$ cat src/design/sv39ptw_pkg.sv
// ----------------------------------------------------------------------------
// sv39ptw_pkg
// Shared widths, codes, types and helpers of the Sv39 page table walker.
// ----------------------------------------------------------------------------
package sv39ptw_pkg;

  localparam int WALK_LEVELS = 3;
  localparam int LVL_W       = (WALK_LEVELS > 2) ? $clog2(WALK_LEVELS) : 1;
  localparam int VA_BITS     = 12 + 9 * WALK_LEVELS;
  localparam int VADDR_W     = 64;
  localparam int PTE_W       = 64;
  localparam int PA_W        = 56;
  localparam int PPN_W       = 44;
  localparam int VPN_W       = 9;

  localparam logic [LVL_W-1:0] TOP_LVL = LVL_W'(WALK_LEVELS - 1);

  // item kinds
  localparam logic REQ_XLATE = 1'b0;
  localparam logic REQ_PTE   = 1'b1;
  localparam logic KIND_READ = 1'b0;
  localparam logic KIND_DONE = 1'b1;

  // access kinds
  localparam logic [1:0] ACC_FETCH = 2'd0;
  localparam logic [1:0] ACC_LOAD  = 2'd1;
  localparam logic [1:0] ACC_STORE = 2'd2;
  localparam logic [1:0] ACC_BAD   = 2'd3;

  // privilege
  localparam logic [1:0] PRIV_U = 2'd0;
  localparam logic [1:0] PRIV_S = 2'd1;

  typedef struct packed {
    logic               req_type;
    logic [VADDR_W-1:0] vaddr;
    logic [1:0]         access_type;
    logic [1:0]         cur_priv;
    logic               mprv;
    logic [1:0]         mpp;
    logic               sum;
    logic               mxr;
    logic [PTE_W-1:0]   pte;
  } ptw_item_t;

  typedef struct packed {
    logic            out_kind;
    logic [PA_W-1:0] mem_addr;
    logic [PA_W-1:0] paddr;
    logic            fault;
  } ptw_res_t;

  typedef struct packed {
    logic               walking;
    logic [LVL_W-1:0]   walk_level;
    logic [PPN_W-1:0]   table_ppn;
    logic [VA_BITS-1:0] saved_vaddr;
    logic [1:0]         saved_access;
    logic               saved_supervisor;
    logic               saved_sum;
    logic               saved_mxr;
  } ptw_state_t;

  // VPN slice of a virtual address for a given level
  function automatic logic [VPN_W-1:0] vpn_sel(input logic [VA_BITS-1:0] va,
                                               input logic [LVL_W-1:0] lvl);
    logic [VPN_W-1:0] idx;
    idx = '0;
    for (int l = 0; l < WALK_LEVELS; l++) begin
      if (lvl == LVL_W'(l)) begin
        idx = va[12 + 9*l +: VPN_W];
      end
    end
    return idx;
  endfunction

  // low PPN bits that a superpage at this level must leave zero
  function automatic logic [PPN_W-1:0] ppn_lo_mask(input logic [LVL_W-1:0] lvl);
    logic [PPN_W-1:0] m;
    m = '0;
    for (int i = 0; i < PPN_W; i++) begin
      m[i] = (i < 9 * int'(lvl));
    end
    return m;
  endfunction

  // page offset bits taken from the virtual address
  function automatic logic [PA_W-1:0] off_mask(input logic [LVL_W-1:0] lvl);
    logic [PA_W-1:0] m;
    m = '0;
    for (int i = 0; i < PA_W; i++) begin
      m[i] = (i < 12 + 9 * int'(lvl));
    end
    return m;
  endfunction

endpackage

$ cat src/design/sv39ptw_if.sv
// ----------------------------------------------------------------------------
// sv39ptw_if
// Valid/ready channels of the walker: request/response in, result out, config.
// ----------------------------------------------------------------------------
interface sv39ptw_in_if import sv39ptw_pkg::*; ();
  logic               valid;
  logic               ready;
  logic               req_type;
  logic [VADDR_W-1:0] vaddr;
  logic [1:0]         access_type;
  logic [1:0]         cur_priv;
  logic               mprv;
  logic [1:0]         mpp;
  logic               sum;
  logic               mxr;
  logic [PTE_W-1:0]   pte;

  modport source (output valid, req_type, vaddr, access_type, cur_priv, mprv, mpp,
                  sum, mxr, pte, input ready);
  modport sink   (input valid, req_type, vaddr, access_type, cur_priv, mprv, mpp,
                  sum, mxr, pte, output ready);
endinterface

interface sv39ptw_out_if import sv39ptw_pkg::*; ();
  logic            valid;
  logic            ready;
  logic            out_kind;
  logic [PA_W-1:0] mem_addr;
  logic [PA_W-1:0] paddr;
  logic            fault;

  modport source (output valid, out_kind, mem_addr, paddr, fault, input ready);
  modport sink   (input valid, out_kind, mem_addr, paddr, fault, output ready);
endinterface

interface sv39ptw_cfg_if import sv39ptw_pkg::*; ();
  logic             valid;
  logic             ready;
  logic [PPN_W-1:0] data;

  modport source (output valid, data, input ready);
  modport sink   (input valid, data, output ready);
endinterface

$ cat src/design/sv39ptw_step.sv
// ----------------------------------------------------------------------------
// sv39ptw_step
// One walk step: checks a request or a PTE against the walk state and gives
// the result item (if any) and the next walk state.
// ----------------------------------------------------------------------------
module sv39ptw_step import sv39ptw_pkg::*; (
  input  ptw_item_t        item,
  input  ptw_state_t       st,
  input  logic [PPN_W-1:0] root_ppn,
  output logic             res_vld,
  output ptw_res_t         res,
  output ptw_state_t       st_nxt
);

  // request side
  logic [VADDR_W-VA_BITS-1:0] va_hi;
  logic                       canon;
  logic [1:0]                 eff_priv;
  logic                       req_fault;
  logic [VPN_W-1:0]           req_idx;

  // response side
  logic             pv, pr, pw, px, pu, pa, pd;
  logic [PPN_W-1:0] pppn;
  logic             rsv_bad;
  logic             is_ptr;
  logic             misalign;
  logic             leaf_fault;
  logic [PA_W-1:0]  omask;
  logic [PA_W-1:0]  leaf_pa;
  logic [VPN_W-1:0] ptr_idx;
  logic [LVL_W-1:0] lvl_dn;

  assign va_hi     = item.vaddr[VADDR_W-1:VA_BITS];
  assign canon     = (va_hi == '0) || (va_hi == '1);
  assign eff_priv  = ((item.access_type != ACC_FETCH) && item.mprv) ? item.mpp
                                                                     : item.cur_priv;
  assign req_fault = !canon || (eff_priv != PRIV_U && eff_priv != PRIV_S) ||
                     (item.access_type == ACC_BAD);
  assign req_idx   = vpn_sel(item.vaddr[VA_BITS-1:0], TOP_LVL);

  assign pv   = item.pte[0];
  assign pr   = item.pte[1];
  assign pw   = item.pte[2];
  assign px   = item.pte[3];
  assign pu   = item.pte[4];
  assign pa   = item.pte[6];
  assign pd   = item.pte[7];
  assign pppn = item.pte[53:10];

  assign rsv_bad  = (item.pte[PTE_W-1:54] != '0) || !pv || (pw && !pr);
  assign is_ptr   = !pr && !pw && !px;
  assign misalign = (pppn & ppn_lo_mask(st.walk_level)) != '0;
  assign lvl_dn   = st.walk_level - LVL_W'(1);
  assign ptr_idx  = vpn_sel(st.saved_vaddr, lvl_dn);

  always_comb begin
    if (st.saved_access == ACC_FETCH) begin
      leaf_fault = !px || (st.saved_supervisor && pu) ||
                   (!st.saved_supervisor && !pu) || !pa;
    end else begin
      leaf_fault = (st.saved_access == ACC_LOAD && !pr && !(px && st.saved_mxr)) ||
                   (st.saved_access == ACC_STORE && !pw) ||
                   (st.saved_supervisor && pu && !st.saved_sum) ||
                   (!st.saved_supervisor && !pu) ||
                   !pa || (st.saved_access == ACC_STORE && !pd);
    end
  end

  assign omask   = off_mask(st.walk_level);
  assign leaf_pa = ({pppn, 12'b0} & ~omask) | (PA_W'(st.saved_vaddr) & omask);

  always_comb begin
    st_nxt  = st;
    res_vld = 1'b0;
    res     = '0;
    if (item.req_type == REQ_XLATE) begin
      res_vld = 1'b1;
      if (req_fault) begin
        st_nxt.walking    = 1'b0;
        st_nxt.walk_level = TOP_LVL;
        res.out_kind      = KIND_DONE;
        res.fault         = 1'b1;
      end else begin
        st_nxt.walking          = 1'b1;
        st_nxt.walk_level       = TOP_LVL;
        st_nxt.table_ppn        = root_ppn;
        st_nxt.saved_vaddr      = item.vaddr[VA_BITS-1:0];
        st_nxt.saved_access     = item.access_type;
        st_nxt.saved_supervisor = eff_priv[0];
        st_nxt.saved_sum        = item.sum;
        st_nxt.saved_mxr        = item.mxr;
        res.out_kind            = KIND_READ;
        res.mem_addr            = {root_ppn, req_idx, 3'b000};
      end
    end else if (st.walking) begin
      res_vld = 1'b1;
      if (is_ptr && !rsv_bad && st.walk_level != '0) begin
        st_nxt.table_ppn  = pppn;
        st_nxt.walk_level = lvl_dn;
        res.out_kind      = KIND_READ;
        res.mem_addr      = {pppn, ptr_idx, 3'b000};
      end else begin
        st_nxt.walking    = 1'b0;
        st_nxt.walk_level = TOP_LVL;
        res.out_kind      = KIND_DONE;
        // pointer at the last level lands here as a fault too
        if (rsv_bad || is_ptr || misalign || leaf_fault) begin
          res.fault = 1'b1;
        end else begin
          res.paddr = leaf_pa;
        end
      end
    end
  end

endmodule

$ cat src/design/sv39_page_table_walker.sv
// ----------------------------------------------------------------------------
// sv39_page_table_walker
// Sv39 page table walker: turns translate requests and PTE responses into
// PTE read addresses or finished translations.
// ----------------------------------------------------------------------------
// in_ch carries either a translate request (req_type 0) or the PTE that memory
// returned for the last read (req_type 1). Each item gives at most one result
// on out_ch: out_kind 0 asks for the PTE at mem_addr, out_kind 1 ends the walk
// with paddr or fault. A PTE while no walk runs gives no result; a request
// during a walk drops that walk.
// cfg_ch writes root_ppn (from satp); write it only while the walker is idle.
// Timing: an item is registered in the input register at acceptance and its
// result is registered in the output register once that register is free.
// One item per cycle is sustained while out_ch does not stall; all checks fit
// in the single evaluation stage.
// If out_ch stalls, one more item is still taken into the input register and
// in_ch.ready then drops until the result is taken.
// Reset (rst_n low, synchronous) empties both registers, leaves the walker
// idle at the top level and clears root_ppn.
// ----------------------------------------------------------------------------
module sv39_page_table_walker import sv39ptw_pkg::*; (
  input  logic clk,
  input  logic rst_n,
  sv39ptw_in_if.sink    in_ch,
  sv39ptw_out_if.source out_ch,
  sv39ptw_cfg_if.sink   cfg_ch
);

  logic             s0_vld_r;
  ptw_item_t        s0_item_r;
  logic             out_vld_r;
  ptw_res_t         out_r;
  ptw_state_t       st_r;
  logic [PPN_W-1:0] root_ppn_r;

  logic       out_free;
  logic       s0_go;
  logic       res_vld;
  ptw_res_t   res;
  ptw_state_t st_nxt;
  ptw_item_t  in_item;

  assign out_free    = !out_vld_r || out_ch.ready;
  assign s0_go       = s0_vld_r && out_free;
  assign in_ch.ready = !s0_vld_r || out_free;
  assign cfg_ch.ready = 1'b1;

  assign in_item.req_type    = in_ch.req_type;
  assign in_item.vaddr       = in_ch.vaddr;
  assign in_item.access_type = in_ch.access_type;
  assign in_item.cur_priv    = in_ch.cur_priv;
  assign in_item.mprv        = in_ch.mprv;
  assign in_item.mpp         = in_ch.mpp;
  assign in_item.sum         = in_ch.sum;
  assign in_item.mxr         = in_ch.mxr;
  assign in_item.pte         = in_ch.pte;

  sv39ptw_step u_step (
    .item     (s0_item_r),
    .st       (st_r),
    .root_ppn (root_ppn_r),
    .res_vld  (res_vld),
    .res      (res),
    .st_nxt   (st_nxt)
  );

  always_ff @(posedge clk) begin
    if (!rst_n) begin
      s0_vld_r <= 1'b0;
    end else if (in_ch.ready) begin
      s0_vld_r <= in_ch.valid;
    end
  end

  always_ff @(posedge clk) begin
    if (in_ch.ready && in_ch.valid) begin
      s0_item_r <= in_item;
    end
  end

  always_ff @(posedge clk) begin
    if (!rst_n) begin
      out_vld_r <= 1'b0;
    end else if (s0_go) begin
      out_vld_r <= res_vld;
    end else if (out_ch.ready) begin
      out_vld_r <= 1'b0;
    end
  end

  always_ff @(posedge clk) begin
    if (s0_go && res_vld) begin
      out_r <= res;
    end
  end

  always_ff @(posedge clk) begin
    if (!rst_n) begin
      st_r <= '{walk_level: TOP_LVL, default: '0};
    end else if (s0_go) begin
      st_r <= st_nxt;
    end
  end

  always_ff @(posedge clk) begin
    if (!rst_n) begin
      root_ppn_r <= '0;
    end else if (cfg_ch.valid && cfg_ch.ready) begin
      root_ppn_r <= cfg_ch.data;
    end
  end

  assign out_ch.valid    = out_vld_r;
  assign out_ch.out_kind = out_r.out_kind;
  assign out_ch.mem_addr = out_r.mem_addr;
  assign out_ch.paddr    = out_r.paddr;
  assign out_ch.fault    = out_r.fault;

endmodule
$ cat src/flat_wrapper.sv
// flat-port wrapper written by rule: the top's interface ports become plain ports
module sv39_page_table_walker_flat import sv39ptw_pkg::*;
  (clk, rst_n, in_ch_valid, in_ch_req_type, in_ch_vaddr, in_ch_access_type, in_ch_cur_priv, in_ch_mprv, in_ch_mpp, in_ch_sum, in_ch_mxr, in_ch_pte, in_ch_ready, out_ch_valid, out_ch_out_kind, out_ch_mem_addr, out_ch_paddr, out_ch_fault, out_ch_ready, cfg_ch_valid, cfg_ch_data, cfg_ch_ready);
  sv39ptw_in_if in_ch_i ();
  sv39ptw_out_if out_ch_i ();
  sv39ptw_cfg_if cfg_ch_i ();
  input  logic clk;
  input  logic rst_n;
  input wire logic [$bits(in_ch_i.valid)-1:0] in_ch_valid;
  input wire logic [$bits(in_ch_i.req_type)-1:0] in_ch_req_type;
  input wire logic [$bits(in_ch_i.vaddr)-1:0] in_ch_vaddr;
  input wire logic [$bits(in_ch_i.access_type)-1:0] in_ch_access_type;
  input wire logic [$bits(in_ch_i.cur_priv)-1:0] in_ch_cur_priv;
  input wire logic [$bits(in_ch_i.mprv)-1:0] in_ch_mprv;
  input wire logic [$bits(in_ch_i.mpp)-1:0] in_ch_mpp;
  input wire logic [$bits(in_ch_i.sum)-1:0] in_ch_sum;
  input wire logic [$bits(in_ch_i.mxr)-1:0] in_ch_mxr;
  input wire logic [$bits(in_ch_i.pte)-1:0] in_ch_pte;
  output wire logic [$bits(in_ch_i.ready)-1:0] in_ch_ready;
  output wire logic [$bits(out_ch_i.valid)-1:0] out_ch_valid;
  output wire logic [$bits(out_ch_i.out_kind)-1:0] out_ch_out_kind;
  output wire logic [$bits(out_ch_i.mem_addr)-1:0] out_ch_mem_addr;
  output wire logic [$bits(out_ch_i.paddr)-1:0] out_ch_paddr;
  output wire logic [$bits(out_ch_i.fault)-1:0] out_ch_fault;
  input wire logic [$bits(out_ch_i.ready)-1:0] out_ch_ready;
  input wire logic [$bits(cfg_ch_i.valid)-1:0] cfg_ch_valid;
  input wire logic [$bits(cfg_ch_i.data)-1:0] cfg_ch_data;
  output wire logic [$bits(cfg_ch_i.ready)-1:0] cfg_ch_ready;
  assign in_ch_i.valid = in_ch_valid;
  assign in_ch_i.req_type = in_ch_req_type;
  assign in_ch_i.vaddr = in_ch_vaddr;
  assign in_ch_i.access_type = in_ch_access_type;
  assign in_ch_i.cur_priv = in_ch_cur_priv;
  assign in_ch_i.mprv = in_ch_mprv;
  assign in_ch_i.mpp = in_ch_mpp;
  assign in_ch_i.sum = in_ch_sum;
  assign in_ch_i.mxr = in_ch_mxr;
  assign in_ch_i.pte = in_ch_pte;
  assign in_ch_ready = in_ch_i.ready;
  assign out_ch_valid = out_ch_i.valid;
  assign out_ch_out_kind = out_ch_i.out_kind;
  assign out_ch_mem_addr = out_ch_i.mem_addr;
  assign out_ch_paddr = out_ch_i.paddr;
  assign out_ch_fault = out_ch_i.fault;
  assign out_ch_i.ready = out_ch_ready;
  assign cfg_ch_i.valid = cfg_ch_valid;
  assign cfg_ch_i.data = cfg_ch_data;
  assign cfg_ch_ready = cfg_ch_i.ready;
  sv39_page_table_walker u_core (.clk(clk), .rst_n(rst_n), .in_ch(in_ch_i), .out_ch(out_ch_i), .cfg_ch(cfg_ch_i));
endmodule
$ cat config.mk
export PLATFORM = sky130hd
export DESIGN_NAME = sv39_page_table_walker_flat
export DESIGN_NICKNAME = d
export VERILOG_FILES = /design/src/design/sv39ptw_pkg.sv /design/src/design/sv39ptw_if.sv /design/src/design/sv39ptw_step.sv /design/src/design/sv39_page_table_walker.sv /design/src/flat_wrapper.sv
export SDC_FILE = /design/constraint.sdc
export NUM_CORES = 1
export LEC_CHECK = 0
export BUFFER_PORTS_ARGS = -buffer_cell sky130_fd_sc_hd__buf_4
export CAP_MARGIN = 10
export CORE_MARGIN = 5
export CORE_UTILIZATION = 30
export DETAILED_ROUTE_END_ITERATION = 12
export MAX_ROUTING_LAYER = met4
export PLACE_DENSITY_LB_ADDON = 0.12
export SKIP_LAST_GASP = 1
export SLEW_MARGIN = 20
export SYNTH_ARGS = -nofsm -noshare
export SYNTH_HDL_FRONTEND = slang
export SYNTH_SLANG_ARGS = --single-unit
$ cat constraint.sdc
create_clock -name clk -period 4.1 [get_ports clk]
set_clock_uncertainty 0.2 [all_clocks]
set_input_delay 0.205 -clock clk [delete_from_list [all_inputs] [get_ports clk]]
set_output_delay 0.205 -clock clk [all_outputs]
set_load 0.005 [all_outputs]
==> results.sh <==
export IMPL_r2r_setup_slack_ns=1.21
export IMPL_grt_remaining_overflow=0
export IMPL_synthToLayoutAreaGrowth_pct=44.9
export IMPL_critical_path_class="reg -> reg"
export IMPL_io_pins=304
export IMPL_maxCapViolations=0
export IMPL_synth_edf_count=246
export IMPL_tns_ns=0
export IMPL_finalWeightedCongestion=0.783
export IMPL_cts_root_buf="clkbuf_16"
export IMPL_hold_ws_ns=0.0783
export IMPL_synth_warnings=0
export IMPL_async_flop_share=0
export IMPL_postPlaceCellArea_mm2=0.0158
export IMPL_design_core_area_mm2=0.0430
export IMPL_cpMaxStageDelayCell="nand3_4"
export IMPL_crit_family="simple AND/OR/NAND/NOR gates"
export IMPL_seq_area_frac_synth=0.711
export IMPL_syn_area_mm2=0.0130
export IMPL_avgRoutedWirePerCell_um=19.6
export IMPL_via_count=9042
export IMPL_slew_headroom=0.390
export IMPL_rsz0062_at_grt="false"
export IMPL_cts_resized=0
export IMPL_layout_worst_path_cycle_share=0.705
export IMPL_htreeDepth=2
export IMPL_yosysMostFrequentCell="edfxtp_1"
export IMPL_worstSetupStartpointType="register"
export IMPL_yosys_top_cells_area="edfxtp_1 (57%), dfxtp_1 (14%), mux2i_1 (8.2%)"
export IMPL_p_per_area_mw_per_mm2=412
export IMPL_die_y_um=218
export IMPL_holdPathStages=2
export IMPL_grt_pass1_wl_um=59100
export IMPL_fmax_mhz=346
export IMPL_ys_seq_elements=339
export IMPL_drive_above_1_share=0.258
export IMPL_drcViolationCount=0
export IMPL_netlist_area_leader_share=0.568
export IMPL_numCtsBuffers=39
export IMPL_syn_area_per_cell_um2=13.9
export IMPL_drv_slew=0
export IMPL_hold_path_end="u_core.root_ppn_r[6]"
export IMPL_pre_cts_slack_ns=1.08
export IMPL_clkLatencyLatePin_ns=0.55
export IMPL_synth_distinct_cells=45
export IMPL_vias_per_cell=4.47
export IMPL_synth_top_flop_cell="edfxtp_1"
export IMPL_cp_data_required_time_ns=4.15
export IMPL_fill_cells=4025
export IMPL_p_leak_nw=7.54
export IMPL_rows=76
export IMPL_ant_nets=0
export IMPL_nNetsFinal=1604
export IMPL_firstDrtPassIters=4
export IMPL_syn_inst=935
export IMPL_worst_path_stages=5
export IMPL_setup_slack_ns=1.21
export IMPL_die_w_um=218
export IMPL_wirelength_um=39700
export IMPL_netlist_top_cell_by_area="edfxtp_1"
export IMPL_grt_pass1_vias=9665
export IMPL_grt_max_degree=75
export IMPL_path_buf_inv=0
export IMPL_dieArea_mm2=0.0476
export IMPL_yosys_top_cells_count="edfxtp_1 (246), nand2_1 (124), mux2i_1 (107), dfxtp_1 (93), nor3_1 (56)"
export IMPL_cts_path_max_buffers=3
export IMPL_worstHoldStart="rst_n"
export IMPL_port_buffers=296
export IMPL_cp_slowest_stage_delay_ns=0.63
export IMPL_r2r_start="u_core.s0_item_r[54]"
export IMPL_crit_chain="nor4_1, o2111ai_1, or3_1, nand3_4, o21ai_0"
export IMPL_postLayoutCellArea_mm2=0.0189
export IMPL_initial_core_util=0.303
export IMPL_tritoncts="yes"
export IMPL_power_w=0.00777
export IMPL_cp_end_kind="register"
export IMPL_clkTransAtPathRegs_ns=0.06
export IMPL_r2r_end="u_core.out_ch.out_kind"
export IMPL_antenna_found_initial=0
export IMPL_r2r_cells=5
export IMPL_tightest_slew_ns=0.915
export IMPL_setup_viol=0
export IMPL_track_usage=0.169
export IMPL_crit_arrival_ns=2.94
export IMPL_drt_initial_drc_count=438
export IMPL_hold_class="in -> reg"
export IMPL_finalHoldViolCount=0
export IMPL_status="complete, no violations"
export IMPL_worstPathMaxFanout=57
export IMPL_clkSinkCount=339
export IMPL_min_period_ns=2.89
export IMPL_hpwl_um=25700
export IMPL_vdd_ir_drop_max_uv=310
export IMPL_diodes=0
[sequential cells by signal, indices dropped and copies added (netlist names)]
register	count
u_core.out_ch.fault	1
u_core.out_ch.mem_addr	53
u_core.out_ch.out_kind	1
u_core.out_ch.paddr	56
u_core.out_ch.valid	1
u_core.root_ppn_r	44
u_core.s0_item_r	135
u_core.s0_vld_r	1
u_core.st_r	47
[final cells by class]
class                   count  area [um^2]  share of cell area
flip-flops and latches    339         9250               0.491
inverters                  30          115             0.00611
clock inverters             8         33.8             0.00179
repair buffers            492         4160               0.221
multi-input cells         508         3380               0.179
clock buffers              63         1180              0.0625
well taps                 585          732              0.0388
[how the worst max path moves through the flow]
stage	startpoint	endpoint	slack, ns
after floorplan	u_core.s0_item_r[137]	u_core.out_ch.fault	0.51
final	u_core.s0_item_r[54]	u_core.out_ch.out_kind	1.21
after CTS	u_core.s0_item_r[54]	u_core.out_ch.out_kind	1.07
after detailed placement	u_core.s0_item_r[54]	u_core.out_ch.out_kind	1.08
after global placement	u_core.s0_item_r[54]	u_core.out_ch.out_kind	1.15
after global routing	u_core.st_r[89]	u_core.out_ch.paddr[42]	0.93
[worst reg2reg max path, delay by kind of cell (launching register included)]
family	cells	cell delay, ns
AO/OA/AOI/OAI	2	0.53
AND/OR/NAND/NOR	3	1.51
flip-flops	1	0.36
[layer usage]
| metal | global-route usage | part of all wire | vias to the layer above | routed length [um] |
|---|---|---|---|---|
| li1 | - | - | 4365 | - |
| met1 | 0.221 | 0.45 | 4352 | 17800 |
| met2 | 0.262 | 0.46 | 264 | 18400 |
| met3 | 0.0400 | 0.063 | 61 | 2500 |
| met4 | 0.0536 | 0.026 | 0 | 1050 |
| met5 | - | 0 | - | 0 |
[cells by family after synthesis]
group	synth area share
and+or+nand+nor	0.107
adders and majority gates	0.00673
AOI/OAI and AO/OA	0.0605
other	0.000577
muxes	0.0832
buffers and inverters	0.0311
DFF	0.711
[metrics by stage]
step                       util  instances
after floorplan               -        937
after global placement    0.368       1772
after detailed placement  0.368       1772
after CTS                 0.439       2025
after global routing      0.439       2025
final                     0.439       2025
[cell usage in the layout (no fill, tap or decap), types with 5 or more instances in the layout]
cell / instances
dlygate4sd3_1: 182
clkbuf_1: 15
nor2b_1: 45
mux2i_1: 107
nand4_1: 8
a21oi_1: 11
nand2b_1: 9
a211oi_1: 8
o21ai_0: 14
nor2_1: 19
a22o_1: 53
nor3_1: 56
clkinv_1: 5
clkbuf_16: 41
ha_1: 7
inv_1: 28
edfxtp_1: 246
nor4_1: 11
nand2_1: 124
dfxtp_1: 93
buf_4: 309
clkbuf_8: 7
[report_power, final]
part / leakage [nW] / switching (W) / internal (W)
Sequential: 3.13 / 0.0000753 / 0.00382
Combinational: 3.81 / 0.000223 / 0.000318
Clock: 0.593 / 0.00137 / 0.00196
[repair_timing]
item | 4_1_cts | 5_1_grt
buffers inserted | 0 | 0
setup endpoints to repair | 0 | 0
hold buffers | 182 | 0
hold endpoints to repair | 182 | 0
Power figures use the tool's default switching activity.
